==> config.mk <==
export PLATFORM = sky130hd
export DESIGN_NAME = layer_window_blend_compositor
export DESIGN_NICKNAME = d
export VERILOG_FILES = /design/src/design/lwbc_pkg.sv /design/src/design/layer_window_blend_compositor.sv /design/src/design/lwbc_window.sv /design/src/design/lwbc_sort.sv /design/src/design/lwbc_blend.sv
export SDC_FILE = /design/constraint.sdc
export NUM_CORES = 1
export LEC_CHECK = 0
export BUFFER_PORTS_ARGS = -buffer_cell sky130_fd_sc_hd__clkbuf_2
export CAP_MARGIN = 20
export CORE_ASPECT_RATIO = 0.6
export CORE_MARGIN = 2
export CORE_UTILIZATION = 50
export CTS_CLUSTER_DIAMETER = 60
export DETAILED_ROUTE_END_ITERATION = 10
export PLACE_DENSITY = 0.77
export SLEW_MARGIN = 30
export SYNTH_ARGS = -nofsm -noshare
export SYNTH_HDL_FRONTEND = slang
export SYNTH_SLANG_ARGS = --single-unit
==> constraint.sdc <==
create_clock -name clk_i -period 7.6 [get_ports clk_i]
set_clock_uncertainty 0.2 [all_clocks]
set_input_delay 0 -clock clk_i [delete_from_list [all_inputs] [get_ports clk_i]]
set_output_delay 0 -clock clk_i [all_outputs]
set_load 0.01 [all_outputs]
==> src/design/lwbc_pkg.sv <==
package lwbc_pkg;

  localparam int NumBg     = 4;
  localparam int NumLayers = NumBg + 1;
  localparam int IdxW      = $clog2(NumLayers);
  localparam int KeyW      = 2 + IdxW;

  localparam logic [15:0] AllLayers    = 16'hFFFF;
  localparam logic [5:0]  FlagObj      = 6'h10;
  localparam logic [5:0]  FlagBackdrop = 6'h20;

  typedef logic [14:0] color_t;

  typedef enum logic [1:0] {
    BLEND_OFF   = 2'd0,
    BLEND_ALPHA = 2'd1,
    BLEND_WHITE = 2'd2,
    BLEND_BLACK = 2'd3
  } blend_mode_e;

  typedef enum logic [2:0] {
    REG_DISPLAY_CONTROL = 3'd0,
    REG_BG_PRIORITY     = 3'd1,
    REG_BLEND_CONTROL   = 3'd2,
    REG_BLEND_ALPHA     = 3'd3,
    REG_BLEND_FADE      = 3'd4,
    REG_WINDOW_INSIDE   = 3'd5,
    REG_WINDOW_OUTSIDE  = 3'd6,
    REG_BACKDROP_COLOR  = 3'd7
  } cfg_reg_e;

  typedef struct packed {
    logic [7:0]  display_control;
    logic [7:0]  bg_priority;
    logic [13:0] blend_control;
    logic [12:0] blend_alpha;
    logic [4:0]  blend_fade;
    logic [13:0] window_inside;
    logic [13:0] window_outside;
    color_t      backdrop_color;
  } cfg_t;

  // layer 0 is the sprite, layer b+1 is background b
  typedef struct packed {
    color_t [NumLayers-1:0]           col;
    logic   [NumLayers-1:0]           vis;
    logic   [NumLayers-1:0][KeyW-1:0] key;
    logic                             blend_ok;
    logic                             obj_alpha;
  } layers_t;

  typedef struct packed {
    color_t     col0;
    color_t     col1;
    logic [5:0] flg0;
    logic [5:0] flg1;
    logic       blend_ok;
    logic       obj_alpha;
  } top2_t;

  function automatic logic [4:0] clamp16(input logic [4:0] v);
    return (v > 5'd16) ? 5'd16 : v;
  endfunction

endpackage

==> src/design/layer_window_blend_compositor.sv <==
// channel  | direction | handshake            | payload
// ---------+-----------+----------------------+---------------------------------------
// pixel in | input     | in_valid_i/in_ready_o | bg_pixels, obj_*, in_window0/1
// pixel out| output    | out_valid_o/out_ready_i | pixel_color
// config   | input     | cfg_valid_i/cfg_ready_o | cfg_addr_i (register index), cfg_data_i
//
// one pixel per clock while out_ready_i is high; the stages are window select, layer
// ranking, blend products, sum and saturate, each ending in a register.
// every stage holds its own valid bit and fills bubbles, so a stalled output
// only stops stages that are occupied; nothing is dropped or repeated.
// reset clears the valid bits and all configuration registers to zero.
// config writes are always taken, one per cycle.
module layer_window_blend_compositor (
  input  logic        clk_i,
  input  logic        rst_ni,
  input  logic        cfg_valid_i,
  output logic        cfg_ready_o,
  input  logic [2:0]  cfg_addr_i,
  input  logic [14:0] cfg_data_i,
  input  logic        in_valid_i,
  output logic        in_ready_o,
  input  logic [63:0] bg_pixels_i,
  input  logic [14:0] obj_color_i,
  input  logic        obj_opaque_i,
  input  logic [1:0]  obj_priority_i,
  input  logic        obj_semi_transparent_i,
  input  logic        obj_window_hit_i,
  input  logic        in_window0_i,
  input  logic        in_window1_i,
  output logic        out_valid_o,
  input  logic        out_ready_i,
  output logic [14:0] pixel_color_o
);
  import lwbc_pkg::*;

  cfg_t    cfg_q;
  logic    win_valid, win_ready, sort_valid, sort_ready;
  layers_t win_data;
  top2_t   sort_data;

  assign cfg_ready_o = 1'b1;

  always_ff @(posedge clk_i or negedge rst_ni) begin
    if (!rst_ni) begin
      cfg_q <= '0;
    end else if (cfg_valid_i) begin
      unique case (cfg_reg_e'(cfg_addr_i))
        REG_DISPLAY_CONTROL: cfg_q.display_control <= cfg_data_i[7:0];
        REG_BG_PRIORITY:     cfg_q.bg_priority     <= cfg_data_i[7:0];
        REG_BLEND_CONTROL:   cfg_q.blend_control   <= cfg_data_i[13:0];
        REG_BLEND_ALPHA:     cfg_q.blend_alpha     <= cfg_data_i[12:0];
        REG_BLEND_FADE:      cfg_q.blend_fade      <= cfg_data_i[4:0];
        REG_WINDOW_INSIDE:   cfg_q.window_inside   <= cfg_data_i[13:0];
        REG_WINDOW_OUTSIDE:  cfg_q.window_outside  <= cfg_data_i[13:0];
        REG_BACKDROP_COLOR:  cfg_q.backdrop_color  <= cfg_data_i;
        default: ;
      endcase
    end
  end

  lwbc_window u_window (
    .clk_i                  (clk_i),
    .rst_ni                 (rst_ni),
    .cfg_i                  (cfg_q),
    .valid_i                (in_valid_i),
    .ready_o                (in_ready_o),
    .bg_pixels_i            (bg_pixels_i),
    .obj_color_i            (obj_color_i),
    .obj_opaque_i           (obj_opaque_i),
    .obj_priority_i         (obj_priority_i),
    .obj_semi_transparent_i (obj_semi_transparent_i),
    .obj_window_hit_i       (obj_window_hit_i),
    .in_window0_i           (in_window0_i),
    .in_window1_i           (in_window1_i),
    .valid_o                (win_valid),
    .ready_i                (win_ready),
    .data_o                 (win_data)
  );

  lwbc_sort u_sort (
    .clk_i   (clk_i),
    .rst_ni  (rst_ni),
    .cfg_i   (cfg_q),
    .valid_i (win_valid),
    .ready_o (win_ready),
    .data_i  (win_data),
    .valid_o (sort_valid),
    .ready_i (sort_ready),
    .data_o  (sort_data)
  );

  lwbc_blend u_blend (
    .clk_i         (clk_i),
    .rst_ni        (rst_ni),
    .cfg_i         (cfg_q),
    .valid_i       (sort_valid),
    .ready_o       (sort_ready),
    .data_i        (sort_data),
    .valid_o       (out_valid_o),
    .ready_i       (out_ready_i),
    .pixel_color_o (pixel_color_o)
  );

endmodule

==> src/design/lwbc_window.sv <==
module lwbc_window (
  input  logic            clk_i,
  input  logic            rst_ni,
  input  lwbc_pkg::cfg_t  cfg_i,
  input  logic            valid_i,
  output logic            ready_o,
  input  logic [63:0]     bg_pixels_i,
  input  logic [14:0]     obj_color_i,
  input  logic            obj_opaque_i,
  input  logic [1:0]      obj_priority_i,
  input  logic            obj_semi_transparent_i,
  input  logic            obj_window_hit_i,
  input  logic            in_window0_i,
  input  logic            in_window1_i,
  output logic            valid_o,
  input  logic            ready_i,
  output lwbc_pkg::layers_t data_o
);
  import lwbc_pkg::*;

  logic      valid_q;
  layers_t   data_d, data_q;
  logic [5:0] win;
  logic [4:0] enabled;
  logic      obj_on;
  logic [15:0] word;

  always_comb begin
    win     = 6'h3F;
    enabled = AllLayers[4:0];
    data_d  = '0;
    data_d.blend_ok = 1'b1;
    // window priority: win0, win1, object window, outside
    if (|cfg_i.display_control[7:5]) begin
      if (cfg_i.display_control[5] && in_window0_i) begin
        win = cfg_i.window_inside[5:0];
      end else if (cfg_i.display_control[6] && in_window1_i) begin
        win = cfg_i.window_inside[13:8];
      end else if (cfg_i.display_control[7] && obj_window_hit_i) begin
        win = cfg_i.window_outside[13:8];
      end else begin
        win = cfg_i.window_outside[5:0];
      end
      enabled = win[4:0];
      data_d.blend_ok = win[5];
    end

    obj_on = obj_opaque_i & cfg_i.display_control[4];
    data_d.obj_alpha = obj_on & obj_semi_transparent_i;
    data_d.vis[0] = obj_on & enabled[4];
    data_d.col[0] = obj_color_i;
    data_d.key[0] = {obj_priority_i, IdxW'(0)};
    word = '0;
    for (int b = 0; b < NumBg; b++) begin
      word = bg_pixels_i[16*b +: 16];
      data_d.vis[b+1] = cfg_i.display_control[b] & enabled[b] & word[15];
      data_d.col[b+1] = word[14:0];
      data_d.key[b+1] = {cfg_i.bg_priority[2*b +: 2], IdxW'(b + 1)};
    end
  end

  assign ready_o = !valid_q || ready_i;
  assign valid_o = valid_q;
  assign data_o  = data_q;

  always_ff @(posedge clk_i or negedge rst_ni) begin
    if (!rst_ni) begin
      valid_q <= 1'b0;
    end else if (ready_o) begin
      valid_q <= valid_i;
    end
  end

  always_ff @(posedge clk_i) begin
    if (ready_o && valid_i) begin
      data_q <= data_d;
    end
  end

endmodule

==> src/design/lwbc_sort.sv <==
module lwbc_sort (
  input  logic              clk_i,
  input  logic              rst_ni,
  input  lwbc_pkg::cfg_t    cfg_i,
  input  logic              valid_i,
  output logic              ready_o,
  input  lwbc_pkg::layers_t data_i,
  output logic              valid_o,
  input  logic              ready_i,
  output lwbc_pkg::top2_t   data_o
);
  import lwbc_pkg::*;

  logic  valid_q;
  top2_t data_d, data_q;
  logic [NumLayers-1:0][IdxW-1:0] rank;
  logic [5:0] flg;

  // keys are unique, so a layer's rank is the count of visible layers ahead of it
  always_comb begin
    rank = '0;
    for (int i = 0; i < NumLayers; i++) begin
      for (int j = 0; j < NumLayers; j++) begin
        if (data_i.vis[j] && (data_i.key[j] < data_i.key[i])) begin
          rank[i] = rank[i] + IdxW'(1);
        end
      end
    end
  end

  always_comb begin
    data_d.col0      = cfg_i.backdrop_color;
    data_d.flg0      = FlagBackdrop;
    data_d.col1      = cfg_i.backdrop_color;
    data_d.flg1      = FlagBackdrop;
    data_d.blend_ok  = data_i.blend_ok;
    data_d.obj_alpha = data_i.obj_alpha;
    flg = '0;
    for (int i = 0; i < NumLayers; i++) begin
      flg = (i == 0) ? FlagObj : 6'(1 << (i - 1));
      if (data_i.vis[i] && rank[i] == IdxW'(0)) begin
        data_d.col0 = data_i.col[i];
        data_d.flg0 = flg;
      end
      if (data_i.vis[i] && rank[i] == IdxW'(1)) begin
        data_d.col1 = data_i.col[i];
        data_d.flg1 = flg;
      end
    end
  end

  assign ready_o = !valid_q || ready_i;
  assign valid_o = valid_q;
  assign data_o  = data_q;

  always_ff @(posedge clk_i or negedge rst_ni) begin
    if (!rst_ni) begin
      valid_q <= 1'b0;
    end else if (ready_o) begin
      valid_q <= valid_i;
    end
  end

  always_ff @(posedge clk_i) begin
    if (ready_o && valid_i) begin
      data_q <= data_d;
    end
  end

endmodule

==> src/design/lwbc_blend.sv <==
module lwbc_blend (
  input  logic            clk_i,
  input  logic            rst_ni,
  input  lwbc_pkg::cfg_t  cfg_i,
  input  logic            valid_i,
  output logic            ready_o,
  input  lwbc_pkg::top2_t data_i,
  output logic            valid_o,
  input  logic            ready_i,
  output logic [14:0]     pixel_color_o
);
  import lwbc_pkg::*;

  typedef struct packed {
    blend_mode_e     op;
    color_t          base;
    logic [2:0][8:0] pa;
    logic [2:0][8:0] pb;
    logic [2:0][8:0] pf;
  } prod_t;

  logic        valid3_q, valid4_q, ready3, ready4;
  prod_t       prod_d, prod_q;
  color_t      pix_d, pix_q;
  logic [5:0]  first, second;
  blend_mode_e mode;
  logic        two_layers;
  logic [4:0]  ea, eb, ey, ca, cb, cf, cbase;
  logic [9:0]  sum;
  logic [5:0]  quo;

  // stage 3: pick the operation and form the per-channel products
  always_comb begin
    first      = cfg_i.blend_control[5:0];
    second     = cfg_i.blend_control[13:8];
    mode       = blend_mode_e'(cfg_i.blend_control[7:6]);
    two_layers = data_i.flg0 != FlagBackdrop;
    ea = clamp16(cfg_i.blend_alpha[4:0]);
    eb = clamp16(cfg_i.blend_alpha[12:8]);
    ey = clamp16(cfg_i.blend_fade);

    prod_d.op = BLEND_OFF;
    if (data_i.obj_alpha) begin
      // semi-transparent sprite overrides mode and window blend bit
      if (data_i.flg0 == FlagObj && two_layers && |(data_i.flg1 & second)) begin
        prod_d.op = BLEND_ALPHA;
      end
    end else if (data_i.blend_ok) begin
      case (mode)
        BLEND_ALPHA: begin
          if (|(data_i.flg0 & first) && two_layers && |(data_i.flg1 & second)) begin
            prod_d.op = BLEND_ALPHA;
          end
        end
        BLEND_WHITE, BLEND_BLACK: begin
          if (|(data_i.flg0 & first)) begin
            prod_d.op = mode;
          end
        end
        default: ;
      endcase
    end

    prod_d.base = data_i.col0;
    ca = '0;
    cb = '0;
    cf = '0;
    for (int ch = 0; ch < 3; ch++) begin
      ca = data_i.col0[5*ch +: 5];
      cb = data_i.col1[5*ch +: 5];
      cf = (prod_d.op == BLEND_WHITE) ? (5'd31 - ca) : ca;
      prod_d.pa[ch] = {4'b0, ca} * {4'b0, ea};
      prod_d.pb[ch] = {4'b0, cb} * {4'b0, eb};
      prod_d.pf[ch] = {4'b0, cf} * {4'b0, ey};
    end
  end

  // stage 4: sum, scale and saturate
  always_comb begin
    pix_d = prod_q.base;
    sum   = '0;
    quo   = '0;
    cbase = '0;
    for (int ch = 0; ch < 3; ch++) begin
      cbase = prod_q.base[5*ch +: 5];
      sum   = {1'b0, prod_q.pa[ch]} + {1'b0, prod_q.pb[ch]};
      quo   = sum[9:4];
      case (prod_q.op)
        BLEND_ALPHA: pix_d[5*ch +: 5] = (quo > 6'd31) ? 5'd31 : quo[4:0];
        BLEND_WHITE: pix_d[5*ch +: 5] = cbase + prod_q.pf[ch][8:4];
        BLEND_BLACK: pix_d[5*ch +: 5] = cbase - prod_q.pf[ch][8:4];
        default:     pix_d[5*ch +: 5] = cbase;
      endcase
    end
  end

  assign ready4        = !valid4_q || ready_i;
  assign ready3        = !valid3_q || ready4;
  assign ready_o       = ready3;
  assign valid_o       = valid4_q;
  assign pixel_color_o = pix_q;

  always_ff @(posedge clk_i or negedge rst_ni) begin
    if (!rst_ni) begin
      valid3_q <= 1'b0;
      valid4_q <= 1'b0;
    end else begin
      if (ready3) begin
        valid3_q <= valid_i;
      end
      if (ready4) begin
        valid4_q <= valid3_q;
      end
    end
  end

  always_ff @(posedge clk_i) begin
    if (ready3 && valid_i) begin
      prod_q <= prod_d;
    end
    if (ready4 && valid3_q) begin
      pix_q <= pix_d;
    end
  end

endmodule
-- After elaboration in Yosys (flattened, before gate mapping)
Index checks and enable logic that the tools add are counted.
- output and inout bits: 18
- bits in registers: 344
- input port bits: 109
- bits in writable memories: 0
- latch bits: 0
- memory bits (read-only): 0
- memories kept: 0
- $lt $le $gt $ge: 31
- $add $sub $neg: 32
- $mul: 9
- reduce and logical (&&, ||, !) cells: 78
- equality and inequality tests: 21
- multiplexer cells: 65
- div/mod/pow operators: 0
- bitwise operators: 13
- shifts and indexed selects: 0
- operators by type and width (operator ; number):
    $mux W15 ; 10
    $lt A5 B5 Y1 ; 25
    $mul A5 B5 Y9 ; 9
    $mux W3 ; 20
    $mux W5 ; 10
    $logic_and A1 B1 Y1 ; 46
    $add A3 B1 Y3 const B ; 15
    $pmux W5 S3 ; 3
    $add A9 B9 Y10 ; 3
    $mux W6 ; 5
    $mux W4 ; 6
    $eq A3 B1 Y1 const B ; 6
    $gt A6 B5 Y1 const B ; 3
    $logic_not A3 Y1 ; 6
    $reduce_and A2 Y1 ; 8
    $add A5 B5 Y5 ; 3
    $gt A5 B5 Y1 const B ; 3
    $sub A5 B5 Y5 ; 3
    $sub A5 B5 Y5 const A ; 3
    $and A6 B6 Y6 ; 2
    $eq A3 B3 Y1 const B ; 4
    $reduce_or A6 Y1 ; 2
    $and A1 B1 Y1 ; 11
    $add A1 B1 Y2 const B ; 5
    other kinds (13) ; 38

-- Logic depth before layout (Yosys ltp)
- depth after elaboration: 18
- depth in mapped cells: 19
- depth with buffers taken out: 17

-- Cells and area by module
Synthesis repeated with hierarchy kept, for this count alone.
- cells, all modules: 2017
- area total of the unflattened synthesis: 22958.3 um2
- modules (own cells, without submodules) (module ; times used ; cells an instance ; area each (um2) ; seq. area each (um2)):
    lwbc_blend ; 1 ; 1162 ; 11330.9 ; 3083.0
    lwbc_sort ; 1 ; 490 ; 4812.1 ; 1346.3
    layer_window_blend_compositor ; 1 ; 203 ; 3557.2 ; 2277.2
    lwbc_window ; 1 ; 162 ; 3258.1 ; 2787.7

-- Worst setup path after synthesis
OpenSTA, ideal clock, no wires.
- kind: flip-flop to flip-flop
- start: reg u_sort.data_q, in the netlist u_sort.data_o[0]
- end: reg u_blend.prod_q[8] (netlist name), data pin
- data arrival time: 4876 ps
- period minus slack after synthesis: 5334 ps
- stages on the path, launching flop included: 18
- slack: 2266 ps
- required time: 7142 ps
- cell sequence: edfxtp_1 > nand3b_1 > a311oi_1 > buf_2 > buf_2 > xnor2_1 > nand2b_1 > fa_1 > fa_1 > fa_1 > inv_1 > ha_1 > nand2_1 > o311ai_0 > o21a_1 > o21a_1 > nor2_1 > xnor2_1
- RTL lines (what ; line ; RTL):
    start, declared ; lwbc_sort.sv:15 ; top2_t data_d, data_q;
    start signal, assigned ; lwbc_sort.sv:66 ; data_q <= data_d;
    end signal, assigned ; lwbc_blend.sv:119 ; prod_q <= prod_d;
    end, declared ; lwbc_blend.sv:23 ; prod_t prod_d, prod_q;

==> flow_metrics.env <==
export IMPL_status="completed"
export IMPL_yosysSeqAreaShare_pct=43.2
export IMPL_antenna_found_initial=6
export IMPL_rr_endpoint="u_blend.prod_q[8]$_DFFE_PP_"
export IMPL_final_common_cell="edfxtp_1"
export IMPL_detail_route_wirelength_um=56800
export IMPL_coreArea_um2=42200
export IMPL_min_period_ns=5.60
export IMPL_clock_root_buffer="clkbuf_16"
export IMPL_synth_area_um2=21500
export IMPL_cellLeakagePower_nw=11.4
export IMPL_area_delta_synth_final_pct=19.6
export IMPL_fin_nets=2588
export IMPL_boundaryPins=127
export IMPL_synth_cell_types=78
export IMPL_routedWlPerCell_um=20.3
export IMPL_grt_max_degree=75
export IMPL_ant_nets=0
export IMPL_fin_crit_sh_pct=73.7
export IMPL_numCtsBuffers=35
export IMPL_cp_max_fo=14
export IMPL_dp_hpwl_um=39000
export IMPL_cp_slowest_stage_delay_ns=0.66
export IMPL_initial_core_util_pct=51.1
export IMPL_h_tree_depth=2
export IMPL_reg2reg_from="u_sort.data_o[0]$_DFFE_PP_"
export IMPL_synth_top_area_share_pct=33.0
export IMPL_power_density_nw_per_um2=334
export IMPL_path_clk_slew_ns=0.08
export IMPL_grt_pass1_vias=16600
export IMPL_cts_tree="yes"
export IMPL_synth_seq_cells=325
export IMPL_grt_use_met2_pct=42.1
export IMPL_worst_pin_slew_ns=0.970
export IMPL_synthCells=1902
export IMPL_rsz0062_at_grt="no"
export IMPL_hold_start="obj_color_i[4]"
export IMPL_globalplace_congestion=0.886
export IMPL_arrival_ns=5.68
export IMPL_die_h_um=165
export IMPL_avgSynthCellArea_um2=11.3
export IMPL_cp_slowest_cell="a311oi_4"
export IMPL_cp_end_kind="flop"
export IMPL_critPathBufInv=2
export IMPL_crit_required_ns=7.68
export IMPL_max_freq_mhz=179
export IMPL_layout_common_cells="edfxtp_1, ha_1, inv_1, dlygate4sd3_1, nand2_1"
export IMPL_tns_ns=0
export IMPL_setup_viol=0
export IMPL_yosysWarnings=0
export IMPL_core_rowCount=58
export IMPL_yosysTopAreaCell="edfxtp_1"
export IMPL_final_layout_size_suffix_gt1_share_pct=14.8
export IMPL_grt_busiest_layer="met2"
export IMPL_drtIter0Drc=1571
export IMPL_fp_dieW_um=272
export IMPL_clockBufferDepth=3
export IMPL_hold_worst_slack_ns=0.0206
export IMPL_r2r_cells=16
export IMPL_hold_end="u_window.data_o[36]$_DFFE_PP_"
export IMPL_synthFlopType="edfxtp_1"
export IMPL_holdPathStages=2
export IMPL_grtUsageMet1_pct=34.1
export IMPL_slew_viol_final=0
export IMPL_synth_area_leaders="edfxtp_1, ha_1, dfrtp_1"
export IMPL_cts_sinks=325
export IMPL_grtUsageTotal_pct=25.7
export IMPL_rrSetupSlack_ns=2.00
export IMPL_io_buffers=125
export IMPL_crit_path_cell_trace="nand3b_1 -> a311oi_4 -> buf_4 -> xnor2_1 -> nand2b_1 -> fa_1 -> fa_1 -> fa_1 -> inv_1 -> ha_1 -> nand2_1 -> o311ai_0 -> o21a_1 -> o21a_1 -> nor2_1 -> xnor2_1"
export IMPL_syn_num_nets=2294
export IMPL_drcViolationCount=0
export IMPL_grt_pass1_wl_um=89700
export IMPL_hold_viol=0
export IMPL_via_count=16200
export IMPL_insertion_delay_ns=0.54
export IMPL_grt_ovfl_total=0
export IMPL_synth_edf_count=237
export IMPL_post_route_worst_setup_slack_ns=2.00
export IMPL_worstHoldPathType="in -> reg"
export IMPL_avgViaCountPerCell=5.81
export IMPL_worstSetupStartpointType="flop"
export IMPL_die_area_um2=44800
export IMPL_maxCapViolations=0
export IMPL_path_delay_family="adder cells"
export IMPL_max_slew_margin_pct=35.2
export IMPL_ys_async_sr_fraction_pct=27.1
export IMPL_ir_drop_mv=0.199
export IMPL_preCtsSetupSlack_ns=2.01
export IMPL_path_common_cell="fa_1"
export IMPL_dr_pass1_iters=6
export IMPL_use_met3_pct=5.42
export IMPL_crit_type="reg -> reg"
worst register-to-register path, cell delays in order (launching register included):
cell      delay [ns]
edfxtp_1        0.40
nand3b_1        0.30
a311oi_4        0.66
buf_4           0.38
xnor2_1         0.24
nand2b_1        0.18
fa_1            0.44
fa_1            0.52
fa_1            0.54
inv_1           0.04
ha_1            0.35
nand2_1         0.08
o311ai_0        0.50
o21a_1          0.22
o21a_1          0.14
nor2_1          0.05
xnor2_1         0.12
cell families (layout without fill, tap and decap cells):
family                     after synthesis  in the layout  share of synthesized area [%]
AOI/OAI and AO/OA                      333            333                           11.8
xor gates and xnor gates               116            116                           4.72
adders and majority gates              283            283                           18.9
buffers and inverters                  263            584                           4.82
DFF                                    325            325                           43.2
muxes                                   96             96                           4.99
other                                    1              6                         0.0174
and+or+nand+nor                        485            485                           11.4
layout make-up:
class | count | area (um2)
well taps | 570 | 713
clock inverters | 21 | 195
repair buffers | 331 | 2650
multi-input cells | 1314 | 11200
flip-flops and latches | 325 | 9320
inverters | 189 | 709
clock buffers | 43 | 927
diodes | 5 | 12.5
fillers | 3186 | 16400
cell usage after synthesis (all sizes together), types with 30 or more instances:
cell type / instances
o21ai: 30
o2111ai: 33
o221ai: 33
and2: 89
a21oi: 59
nand2: 174
dfrtp: 88
xnor2: 82
clkbuf: 49
a21boi: 31
a221o: 30
mux2: 89
fa: 72
inv: 188
ha: 211
xor2: 34
nand2b: 40
edfxtp: 237
nor2: 78
worst max path at each step:
stage	startpoint	to	slack, ns	depth (start not counted)
after detailed placement	u_sort.data_o[0]$_DFFE_PP_	u_blend.prod_q[8]$_DFFE_PP_	2.01	16
after global placement	u_sort.data_o[0]$_DFFE_PP_	u_blend.prod_q[8]$_DFFE_PP_	2.15	16
after CTS	u_sort.data_o[0]$_DFFE_PP_	u_blend.prod_q[8]$_DFFE_PP_	2.02	16
after floorplan	u_sort.data_o[0]$_DFFE_PP_	u_blend.prod_q[8]$_DFFE_PP_	2.27	17
final	u_sort.data_o[0]$_DFFE_PP_	u_blend.prod_q[8]$_DFFE_PP_	2.00	16
after global routing	u_sort.data_o[0]$_DFFE_PP_	u_blend.prod_q[8]$_DFFE_PP_	1.68	16
power breakdown:
part / switching [mW] / leakage, nW / internal (mW)
clock network: 0.780 / 0.543 / 0.957
registers: 0.419 / 3.38 / 2.56
logic: 2.21 / 7.49 / 1.69
state kept, by name, summed over array words and instances (netlist names):
signal and cells:
u_blend.pixel_color_o 15, u_blend.valid3_q 1, u_window.data_o 92, u_sort.valid_o 1, u_sort.data_o 44, u_blend.prod_q 81
cfg_q 84, u_blend.valid_o 1, u_window.valid_o 1, u_blend.cbase 5
metal layers:
metal	routed length, um	vias to the layer above
met2	25800	811
met4	1920	0
li1	-	7383
met1	24100	7888
met5	0	-
met3	5000	164
per-stage QoR:
step	total power, mW	cells	utilization, %	instance area (um2)
5_1_grt	9.23	2796	61.1	25800
6_report	8.62	2798	61.1	25800
4_1_cts	8.53	2790	61.0	25700
3_5_place_dp	6.72	2542	54.0	22700
3_3_place_gp	6.54	2542	53.9	22700
2_1_floorplan	5.67	1902	-	21500
what timing repair did:
item	in CTS	in global routing
endpoints found under the hold margin	293	49
buffers inserted	0	0
hold buffers	184	1
gates resized for setup	0	0
Note: power is estimated with default switching activity, not from simulation.
